==> src/hdl/sum_pkg.sv <==
// Shared constants, types and opcode codes for the segmented universal machine core.
package sum_pkg;
	localparam int NUM_SEGMENTS = 64;
	localparam int SEGMENT_WORDS = 1024;
	localparam int SEG_W = $clog2(NUM_SEGMENTS);
	localparam int OFF_W = $clog2(SEGMENT_WORDS);
	localparam int LEN_W = OFF_W + 1;
	localparam int CNT_W = SEG_W + 1;
	localparam int ADDR_W = SEG_W + OFF_W;
	localparam int OP_SHIFT = 28;
	localparam int LV_REG_SHIFT = 25;
	localparam int WORD_BYTE_TOP = 24;
	localparam logic [31:0] OUT_LIMIT = 32'd256;

	localparam logic [3:0] OP_CMOV = 4'd0;
	localparam logic [3:0] OP_LOAD = 4'd1;
	localparam logic [3:0] OP_STORE = 4'd2;
	localparam logic [3:0] OP_ADD = 4'd3;
	localparam logic [3:0] OP_MUL = 4'd4;
	localparam logic [3:0] OP_DIV = 4'd5;
	localparam logic [3:0] OP_NAND = 4'd6;
	localparam logic [3:0] OP_HALT = 4'd7;
	localparam logic [3:0] OP_MAP = 4'd8;
	localparam logic [3:0] OP_UNMAP = 4'd9;
	localparam logic [3:0] OP_OUT = 4'd10;
	localparam logic [3:0] OP_IN = 4'd11;
	localparam logic [3:0] OP_LDPRG = 4'd12;
	localparam logic [3:0] OP_LDVAL = 4'd13;

	localparam logic [2:0] F_NONE = 3'd0;
	localparam logic [2:0] F_DIV = 3'd1;
	localparam logic [2:0] F_SEG = 3'd2;
	localparam logic [2:0] F_MAP = 3'd3;
	localparam logic [2:0] F_OUT = 3'd4;
	localparam logic [2:0] F_UNMAP = 3'd5;
	localparam logic [2:0] F_PC = 3'd6;
	localparam logic [2:0] F_OP = 3'd7;

	typedef struct packed {
		logic        opcode;
		logic [31:0] load_word;
		logic [7:0]  in_char;
		logic        in_eof;
	} req_t;

	typedef struct packed {
		logic       out_valid;
		logic [7:0] out_char;
		logic       in_consumed;
		logic       halted;
		logic       fault;
		logic [2:0] fault_code;
	} rsp_t;

	// Commands from the controller to the datapath.
	typedef struct packed {
		logic capture;   // latch the request
		logic append;    // write load word into segment 0
		logic fetch;     // read instruction at pc
		logic decode;    // latch instruction and operands
		logic exec;      // perform the execute-state part of the instruction
		logic mem_rd;    // issue segment load read
		logic mem_wb;    // write back segment load data
		logic div_start;
		logic div_wb;
		logic map_step;  // zero one word of the new segment
		logic map_done;
		logic cp_rd;     // read a source word of load program
		logic cp_wr;     // write the copied word
		logic cp_done;
		logic mul_wb;
		logic respond;
	} cmd_t;

	typedef struct packed {
		logic       is_run;
		logic       stopped;
		logic       pc_ok;
		logic [3:0] op;
		logic [2:0] fault;   // fault detected by decode checks, F_NONE if none
		logic       div_busy;
		logic       sweep_last;
		logic       cp_skip;
	} sts_t;
endpackage

==> src/hdl/sum_ctrl.sv <==
// Controller state machine sequencing fetch, execute, sweeps and the response.
module sum_ctrl (
	input  logic          clk,
	input  logic          arst_n,
	input  logic          in_valid,
	output logic          in_ready,
	output logic          out_valid,
	input  logic          out_ready,
	input  sum_pkg::sts_t sts,
	output sum_pkg::cmd_t cmd
);
	localparam logic [3:0] S_IDLE = 4'd0;
	localparam logic [3:0] S_DISP = 4'd1;
	localparam logic [3:0] S_FETCH = 4'd2;
	localparam logic [3:0] S_DEC = 4'd3;
	localparam logic [3:0] S_EXEC = 4'd4;
	localparam logic [3:0] S_MEMRD = 4'd5;
	localparam logic [3:0] S_MEMWB = 4'd6;
	localparam logic [3:0] S_DIV = 4'd7;
	localparam logic [3:0] S_MUL = 4'd8;
	localparam logic [3:0] S_MAP = 4'd9;
	localparam logic [3:0] S_CPRD = 4'd10;
	localparam logic [3:0] S_CPWR = 4'd11;
	localparam logic [3:0] S_RESP = 4'd12;
	localparam logic [3:0] S_WAIT = 4'd13;

	logic [3:0] state_q, state_d;

	assign in_ready = (state_q == S_IDLE);
	assign out_valid = (state_q == S_RESP);

	always_comb begin
		cmd = '0;
		state_d = state_q;
		unique case (state_q)
			S_IDLE: if (in_valid) begin
				cmd.capture = 1'b1;
				state_d = S_DISP;
			end
			S_DISP:
				if (!sts.is_run) begin
					cmd.append = 1'b1;
					state_d = S_RESP;
				end else if (sts.stopped) state_d = S_RESP;
				else state_d = S_FETCH;
			S_FETCH: begin
				cmd.fetch = 1'b1;
				state_d = sts.pc_ok ? S_DEC : S_RESP;
			end
			S_DEC: begin
				cmd.decode = 1'b1;
				state_d = S_EXEC;
			end
			S_EXEC: begin
				cmd.exec = 1'b1;
				state_d = S_RESP;
				if (sts.fault == sum_pkg::F_NONE) begin
					case (sts.op)
						sum_pkg::OP_LOAD: state_d = S_MEMRD;
						sum_pkg::OP_MUL: state_d = S_MUL;
						sum_pkg::OP_DIV: begin
							cmd.div_start = 1'b1;
							state_d = S_DIV;
						end
						sum_pkg::OP_MAP: state_d = S_MAP;
						sum_pkg::OP_LDPRG: state_d = sts.cp_skip ? S_RESP : S_CPRD;
						default: state_d = S_RESP;
					endcase
				end
			end
			S_MEMRD: begin
				cmd.mem_rd = 1'b1;
				state_d = S_MEMWB;
			end
			S_MEMWB: begin
				cmd.mem_wb = 1'b1;
				state_d = S_RESP;
			end
			S_MUL: begin
				cmd.mul_wb = 1'b1;
				state_d = S_RESP;
			end
			S_DIV: if (!sts.div_busy) begin
				cmd.div_wb = 1'b1;
				state_d = S_RESP;
			end
			S_MAP: begin
				cmd.map_step = 1'b1;
				if (sts.sweep_last) begin
					cmd.map_done = 1'b1;
					state_d = S_RESP;
				end
			end
			S_CPRD: begin
				cmd.cp_rd = 1'b1;
				state_d = S_CPWR;
			end
			S_CPWR: begin
				cmd.cp_wr = 1'b1;
				if (sts.sweep_last) begin
					cmd.cp_done = 1'b1;
					state_d = S_RESP;
				end else state_d = S_CPRD;
			end
			S_RESP: if (out_ready) begin
				cmd.respond = 1'b1;
				state_d = S_IDLE;
			end
			S_WAIT: state_d = S_IDLE;
			default: state_d = S_IDLE;
		endcase
	end

	always_ff @(posedge clk or negedge arst_n) begin
		if (!arst_n) state_q <= S_IDLE;
		else state_q <= state_d;
	end

	property p_one_request;
		@(posedge clk) disable iff (!arst_n) (in_valid && in_ready) |=> !in_ready;
	endproperty
	a_one_request: assert property (p_one_request) else $error("request overlap");

	property p_resp_excl;
		@(posedge clk) disable iff (!arst_n) !(out_valid && in_ready);
	endproperty
	a_resp_excl: assert property (p_resp_excl) else $error("ready while responding");

	property p_exec_after_dec;
		@(posedge clk) disable iff (!arst_n) cmd.exec |-> $past(cmd.decode);
	endproperty
	a_exec_after_dec: assert property (p_exec_after_dec) else $error("exec without decode");
endmodule

==> config.mk <==
export PLATFORM = sky130hd
export DESIGN_NAME = sum_ctrl
export DESIGN_NICKNAME = d
export VERILOG_FILES = /design/src/hdl/sum_pkg.sv /design/src/hdl/sum_ctrl.sv
export SDC_FILE = /design/constraint.sdc
export NUM_CORES = 1
export LEC_CHECK = 0
export ABC_AREA = 1
export BUFFER_PORTS_ARGS = -buffer_cell sky130_fd_sc_hd__buf_2
export CAP_MARGIN = 20
export CORE_AREA = 2 2 39 41
export DETAILED_ROUTE_END_ITERATION = 6
export DIE_AREA = 0 0 41 43
export GPL_ROUTABILITY_DRIVEN = 1
export MAX_ROUTING_LAYER = met4
export PLACE_DENSITY = 0.88
export SYNTH_ARGS = -nofsm -noshare
export SYNTH_HDL_FRONTEND = slang
export SYNTH_SLANG_ARGS = --single-unit
==> constraint.sdc <==
create_clock -name clk -period 2.3 [get_ports clk]
set_input_delay 0.46 -clock clk [delete_from_list [all_inputs] [get_ports clk]]
set_output_delay 0.46 -clock clk [all_outputs]
set_load 0.1 [all_outputs]
# == Yosys cells after proc, flatten, opt, wreduce, memory -nomap -nowiden ==
# Index checks and enable logic that the tools add are counted.
# op_classes
eq_ne,21
n_mux,33
reduce_logical,4
# op_table
op,count
$pmux 4 s12,1
$mux 4,8
$eq 4x4->1 const B,7
$eq 4x3->1 const B,6
$pmux 4 s5,1
$mux 1,19
$eq 4x1->1 const B,2
$eq 4x2->1 const B,2
$mux 3,2
$ne 2x2->1 const B,3
$logic_not 4->1,1
$mux 2,2
$reduce_and 4->1,1
$logic_not 3->1,1
$ne 2x1->1 const B,1
$reduce_or 2->1,1
# word_totals
ff_bits,4

# == Longest topological paths before layout ==
# Gate-level depths: netlist (run 1).
# depth
word_depth,4
mapped_depth,9
depth_no_buf,9

# == Worst setup path before layout (run 1) ==
# OpenSTA, ideal clock, no wires.
# synth_path
kind,register to output
start,reg state_q[1]
end,out cmd[0] (netlist name)
t_arrival_ns,3.563
path_slack_ns,-1.723
stages_incl_launch_ff,4
cell_sequence,dfrtp_1 > nor2_1 > inv_1 > nor4_1
# synth_lines
element,line_no,source
"start, declared",sum_ctrl.sv:27,"logic [3:0] state_q, state_d;"
"start signal, assigned",sum_ctrl.sv:116,else state_q <= state_d;
"end, declared",sum_ctrl.sv:10,output sum_pkg::cmd_t cmd

==> impl_metrics.tcl, run 1 <==
set metrics [dict create \
    status "completed" \
    antenna_left 0 \
    design_area_um2 822.0 \
    portBuffers 34 \
    worst-path-buf-inv 2 \
    clk_pin_slew_worst_paths_ps 40 \
    maxSlewViolCount 0 \
    syn_nets 124 \
    dieHeight_um 43 \
    crit_chain "nor2_1, inv_1, nor4_2, buf_2" \
    largest_reg_flops 4 \
    coreArea_um2 1384 \
    antenna_cells 0 \
    worstSetupStartpointType "flip-flop" \
    cts-resized-gates 0 \
    num_rows 14 \
    grt_pass1_wl_um 2408 \
    tightest_slew_ps 487.1 \
    grt_start_max_net_pins 8 \
    fmax_mhz 463.6 \
    clockBufferDepth 2 \
    dieArea_um2 1763 \
    rrSetupSlack_ps 860 \
    yosys_warnings 0 \
    top_register "state_q" \
    grt_antenna_before_repair 0 \
    dp_hpwl_um 1343 \
    ys_seq_area_share_pct 18.31 \
    use_met2_pct 35.00 \
    hp-class "input port to async pin" \
    hold_viol 0 \
    die_x_um 41 \
    grt_usage_pct 20.77 \
    routedWlPerCell_um 9.869 \
    nNetsFinal 163 \
    gp_congestion 0.8756 \
    syn_avg_cell_area_um2 5.110 \
    timing.final.crit_share_pct 93.79 \
    fillers 130 \
    cp_slowest_cell "buf_2" \
    use_met3_pct 3.141 \
    multi_input_area_um2 415.4 \
    final_cells 160 \
    via_per_inst 4.969 \
    busiest_layer "met2" \
    min_period_ps 2157 \
    place_inst 157 \
    wl_um 1579 \
    rsz0062_at_grt "no" \
    htreeDepth 1 \
    startpoint "state_q[1]$_DFFE_PN0P_" \
    area_growth_pct 50.34 \
    io-pin-count 35 \
    skew_ps 0.4973 \
    use_met1_pct 21.19 \
    worst_ep_required_time_ps 1840 \
    first_iter_violations 13 \
    cts_tree "done" \
    path_max_fanout 6 \
    path_delay_family "buffers and inverters" \
    final_common_cell "buf_2" \
    drc 0 \
    setup_viol 0 \
    postCtsHoldBufs 0 \
    cts_root_buf "clkbuf_4" \
    yosys.cell_types.count 16 \
    clk-insertion-delay-late_ps 230 \
    r2r_cells 6 \
    numCtsBuffers 3 \
    crit_path_end_kind "primary output" \
    worstReg2RegEnd "state_q[3]$_DFFE_PN0P_" \
    drive_gt1_share_pct 40.28 \
    regArea_um2 100.1 \
    slew_headroom_pct 67.75 \
    post_cts_buffers 0 \
    drv_cap 0 \
    grt_overflow 0 \
    layout_common_cells "buf_2, nand2_1, inv_1, nor2_1" \
    post_dp_cell_area_um2 799.5 \
    ys_ff_latch 4 \
    critPathArrivalTime_ps 1700 \
    start_util_pct 39.51 \
    reg_top3 "state_q (4)" \
    syn_area_um2 546.8 \
    cts_sinks 4 \
    worst_path_largest_cell_delay_ps 460 \
    grt_pass1_vias 666 \
    crit_type "flip-flop to primary output" \
    synthCells 107 \
    worstReg2RegStart "state_q[1]$_DFFE_PN0P_" \
    tns_ps 0 \
    firstDrtPassIters 4 \
    vias 795 \
]
[area by class of cell]
type / count / area share (%)
Sequential cell: 4 / 12.18
Tap cell: 16 / 2.435
Inverter: 21 / 9.589
Clock buffer: 3 / 2.740
Timing Repair Buffer: 34 / 22.53
Multi-Input combinational cell: 82 / 50.53
[logic make-up after synthesis]
kind of cell | after synthesis | share of synthesized area, %
AND/OR/NAND/NOR | 73 | 57.90
AO/OA/AOI/OAI | 9 | 9.382
buffers and inverters | 21 | 14.42
flip-flops | 4 | 18.31
[metrics by stage]
step / hold slack, ps / setup slack, ps / util (%)
2_1_floorplan: 164.4 / -555.5 / -
3_3_place_gp: 265.0 / 462.1 / 57.78
3_5_place_dp: 265.6 / 391.7 / 57.78
4_1_cts: 20.15 / 145.9 / 59.40
5_1_grt: 37.29 / 18.04 / 59.40
6_report: 20.32 / 142.8 / 59.40
[worst max path at each step]
stage,to,slack [ps],cells past startpoint
finish,cmd[0],140,4
detailed placement,cmd[0],390,4
CTS,cmd[0],150,4
floorplan,cmd[0],-560,3
global route,cmd[0],20,4
global placement,cmd[8],460,5
[cell usage after synthesis]
cell / instances / area [um2]
nor3_1: 7 / 35.03
nor2_2: 2 / 12.51
o21ai_0: 5 / 25.02
o21ai_1: 2 / 10.01
inv_1: 15 / 56.30
nor4_1: 1 / 6.260
nand2_1: 28 / 105.1
nor2_1: 21 / 78.83
clkinv_1: 1 / 3.750
nand4_1: 3 / 18.77
nand3_1: 10 / 50.05
nor3_2: 1 / 10.01
dfrtp_1: 4 / 100.1
inv_2: 5 / 18.77
o21bai_1: 1 / 7.510
o21ai_2: 1 / 8.760
[routing by layer]
metal	up-vias	part of all wire [%]	wire, um
met4	0	1.1	17
met1	346	41	652
met5	-	0	0
met3	2	6.1	97
li1	413	-	-
met2	34	51	811
Power of run 1 is not shown: default switching activity piles up to over one toggle a cycle in this logic, so the estimate is an artifact.
==> run 2: changes to the inputs <==
--- a/config.mk
+++ b/config.mk
@@ -12,8 +12,8 @@
 export DETAILED_ROUTE_END_ITERATION = 6
 export DIE_AREA = 0 0 41 43
 export GPL_ROUTABILITY_DRIVEN = 1
-export MAX_ROUTING_LAYER = met4
 export PLACE_DENSITY = 0.88
+export SLEW_MARGIN = 20
 export SYNTH_ARGS = -nofsm -noshare
 export SYNTH_HDL_FRONTEND = slang
 export SYNTH_SLANG_ARGS = --single-unit
==> impl_metrics.tcl, run 2 (synthesis gave the netlist of run 1 again) <==
set metrics [dict create \
    worstSetupStartpointType "flip-flop" \
    tightest_slew_ps 487.1 \
    crit_path_end_kind "primary output" \
    numCtsBuffers 3 \
    clk_pin_slew_worst_paths_ps 40 \
    num_rows 14 \
    coreArea_um2 1384 \
    hold_viol 0 \
    cts_root_buf "clkbuf_4" \
    top_register "state_q" \
    multi_input_area_um2 415.4 \
    dp_hpwl_um 1343 \
    cts_tree "done" \
    cts-resized-gates 0 \
    first_iter_violations 13 \
    final_cells 160 \
    area_growth_pct 50.34 \
    path_max_fanout 6 \
    reg_top3 "state_q (4)" \
    hp-class "input port to async pin" \
    portBuffers 34 \
    firstDrtPassIters 4 \
    skew_ps 0.4973 \
    nNetsFinal 163 \
    worst_ep_required_time_ps 1840 \
    vias 795 \
    regArea_um2 100.1 \
    critPathArrivalTime_ps 1700 \
    grt_pass1_wl_um 2408 \
    setup_viol 0 \
    cts_sinks 4 \
    clockBufferDepth 2 \
    io-pin-count 35 \
    routedWlPerCell_um 9.881 \
    start_util_pct 39.51 \
    timing.final.crit_share_pct 93.79 \
    drv_cap 0 \
    fillers 130 \
    grt_overflow 0 \
    htreeDepth 1 \
    rsz0062_at_grt "no" \
    wl_um 1581 \
    antenna_cells 0 \
    postCtsHoldBufs 0 \
    grt_start_max_net_pins 8 \
    min_period_ps 2157 \
    layout_common_cells "buf_2, nand2_1, inv_1, nor2_1" \
    dieHeight_um 43 \
    fmax_mhz 463.6 \
    grt_usage_pct 20.26 \
    gp_congestion 0.8617 \
    via_per_inst 4.969 \
    antenna_left 0 \
    finalCoreUtilization_pct 59.40 \
    drc 0 \
    largest_reg_flops 4 \
    drive_gt1_share_pct 40.28 \
    grt_pass1_vias 666 \
    final_common_cell "buf_2" \
    crit_type "flip-flop to primary output" \
    die_x_um 41 \
    post_cts_buffers 0 \
    grt_antenna_before_repair 0 \
    clk-insertion-delay-late_ps 230 \
    slew_headroom_pct 67.75 \
    status "completed" \
    dieArea_um2 1763 \
    place_inst 157 \
    maxSlewViolCount 0 \
]
-- run 2: cell counts in the layout (fill, tap and decap cells not counted) --
Identical to the previous run, type by type.
-- run 2: worst max-delay path, cell delays in order, from the launching register on --
cell and delay, ps:
dfrtp_1 430, nor2_1 300, inv_1 140, nor4_2 130, buf_2 460
-- run 2: per-layer routing --
metal	vias to the layer above	GRT usage [%]	wire [um]
met5	-	0	0
met4	0	12.00	17
met3	2	3.665	100
met2	34	35.00	811
met1	346	20.86	652
li1	413	-	-
-- run 2: stage by stage --
stage | hold slack [ps] | area [um2] | TNS (ps) | setup slack, ps
after floorplan | 164.4 | 594.3 | -863.7 | -555.5
after global placement | 265.0 | 799.5 | 0 | 462.1
after detailed placement | 265.6 | 799.5 | 0 | 391.7
after CTS | 20.15 | 822.0 | 0 | 145.9
after global routing | 37.29 | 822.0 | 0 | 18.04
final | 20.32 | 822.0 | 0 | 142.8
-- run 2: layout make-up --
type	instances	area share (%)
clock buffer	3	2.740
inverter	21	9.589
timing repair buffer	34	22.53
sequential	4	12.18
multi-input combinational	82	50.53
tap	16	2.435
-- run 2: path summary, 6_finish.rpt --
check	from	end	slack [ps]	cells past startpoint
setup / recovery	state_q[1]$_DFFE_PN0P_	cmd[0]	140	4
hold / removal	arst_n	state_q[0]$_DFFE_PN0P_	20	1
setup reg to reg	state_q[1]$_DFFE_PN0P_	state_q[3]$_DFFE_PN0P_	860	6
hold reg to reg	state_q[2]$_DFFE_PN0P_	state_q[2]$_DFFE_PN0P_	650	2
max in group asynchronous	arst_n	state_q[3]$_DFFE_PN0P_	2170	1
min in group clk	sts[8]	state_q[1]$_DFFE_PN0P_	540	3
Power of run 2 is left out for the same reason.
==> run 3: changes to the inputs <==
--- a/config.mk
+++ b/config.mk
@@ -13,6 +13,7 @@
 export DIE_AREA = 0 0 41 43
 export GPL_ROUTABILITY_DRIVEN = 1
 export PLACE_DENSITY = 0.88
+export RECOVER_POWER = 100
 export SLEW_MARGIN = 20
 export SYNTH_ARGS = -nofsm -noshare
 export SYNTH_HDL_FRONTEND = slang
==> constraint.sdc (replaced) <==
create_clock -name clk -period 2.5 [get_ports clk]
set_input_delay 0.5 -clock clk [delete_from_list [all_inputs] [get_ports clk]]
set_output_delay 0.5 -clock clk [all_outputs]
set_load 0.1 [all_outputs]
==> impl_metrics.tcl, run 3 (synthesis gave the netlist of run 1 again) <==
set metrics [dict create \
    status "completed" \
    via_per_inst 4.988 \
    firstDrtPassIters 4 \
    worstReg2RegEnd "state_q[3]$_DFFE_PN0P_" \
    r2r_cells 6 \
    setup_viol 0 \
    grt_start_max_net_pins 8 \
    min_period_ps 2241 \
    wl_um 1514 \
    dieHeight_um 43 \
    worstSetupStartpointType "flip-flop" \
    gp_congestion 0.8442 \
    dieArea_um2 1763 \
    routedWlPerCell_um 9.463 \
    postCtsHoldBufs 0 \
    use_met2_pct 34.69 \
    timing.final.crit_share_pct 89.62 \
    use_met3_pct 0 \
    fmax_mhz 446.3 \
    largest_reg_flops 4 \
    drc 0 \
    cts_tree "done" \
    dp_hpwl_um 1354 \
    vias 798 \
    cts-resized-gates 0 \
    grt_usage_pct 18.50 \
    hold_viol 0 \
    io-pin-count 35 \
    hp-class "input port to async pin" \
    cts_sinks 4 \
    grt_antenna_before_repair 0 \
    grt_overflow 0 \
    slew_headroom_pct 64.04 \
    multi_input_area_um2 394.1 \
    skew_ps 3.256 \
    first_iter_violations 12 \
    busiest_layer "met2" \
    reg_top3 "state_q (4)" \
    grt_pass1_wl_um 2311 \
    clk-insertion-delay-late_ps 240 \
    rrSetupSlack_ps 990 \
    grt_pass1_vias 655 \
    drv_cap 0 \
    use_met1_pct 20.72 \
    final_common_cell "nand2_1" \
    drive_gt1_share_pct 35.42 \
    coreArea_um2 1384 \
    num_rows 14 \
    layout_common_cells "nand2_1, nor2_1, clkbuf_2, inv_1, buf_2" \
    die_x_um 41 \
    path_max_fanout 6 \
    numCtsBuffers 3 \
    worstReg2RegStart "state_q[1]$_DFFE_PN0P_" \
    critPathArrivalTime_ps 1740 \
    cts_root_buf "clkbuf_4" \
    regArea_um2 100.1 \
    clockBufferDepth 2 \
    htreeDepth 1 \
    fillers 141 \
    crit_type "flip-flop to primary output" \
    path_delay_family "buffers and inverters" \
    cp_slowest_cell "clkbuf_2" \
    fin_hold_ws_ps 78.29 \
    design_area_um2 784.5 \
    worst_path_largest_cell_delay_ps 490 \
    worst_ep_required_time_ps 2000 \
    start_util_pct 39.51 \
    crit_path_end_kind "primary output" \
    post_cts_buffers 0 \
    area_growth_pct 43.48 \
    post_dp_cell_area_um2 763.2 \
    antenna_left 0 \
    antenna_cells 0 \
    maxSlewViolCount 0 \
    top_register "state_q" \
    nNetsFinal 163 \
    tightest_slew_ps 541.6 \
    worst-path-buf-inv 2 \
    rsz0062_at_grt "no" \
    clk_pin_slew_worst_paths_ps 40 \
    crit_chain "nor2_1, inv_1, nor4_2, clkbuf_2" \
    portBuffers 34 \
]
run 3: cell count changes in the layout (fill, tap and decap cells not counted):
cell	change
nor3_4	-1
clkbuf_2	+18
buf_12	-1
o21ai_0	+2
clkbuf_1	+1
nor2_1	+6
nor3_2	+1
nor2_2	-6
buf_2	-18
o21ai_1	-2
run 3: how the worst max path moves through the flow:
stage / startpoint / end / slack (ps) / cells after the start
after floorplan: state_q[1]$_DFFE_PN0P_ / cmd[0] / -400 / 3
after global placement: sts[4] / cmd[8] / 470 / 5
after detailed placement: sts[4] / cmd[8] / 420 / 5
after CTS: state_q[1]$_DFFE_PN0P_ / cmd[0] / 300 / 4
after global routing: state_q[1]$_DFFE_PN0P_ / cmd[0] / 130 / 4
final: state_q[1]$_DFFE_PN0P_ / cmd[0] / 260 / 4
run 3: final cells by class:
| class | count | share of cell area [%] |
|---|---|---|
| clock buffer | 3 | 2.871 |
| inverter | 21 | 10.05 |
| multi-input combinational | 82 | 50.24 |
| sequential | 4 | 12.76 |
| tap | 16 | 2.552 |
| timing repair buffer | 34 | 21.53 |
run 3: stage by stage:
step | std cells | setup TNS (ps) | worst slack, ps | util (%)
floorplan | 107 | -431.7 | -395.5 | -
global placement | 157 | 0 | 465.7 | 55.15
detailed placement | 157 | 0 | 424.0 | 55.15
CTS | 160 | 0 | 304.4 | 56.78
global route | 160 | 0 | 127.7 | 56.69
finish | 160 | 0 | 259.4 | 56.69
run 3: layer usage:
metal / share of wire [%] / up-vias
met5: 0 / -
met4: 0.99 / 0
met3: 6.7 / 2
met2: 52 / 33
met1: 40 / 349
li1: - / 414
Power of run 3 is left out for the same reason.
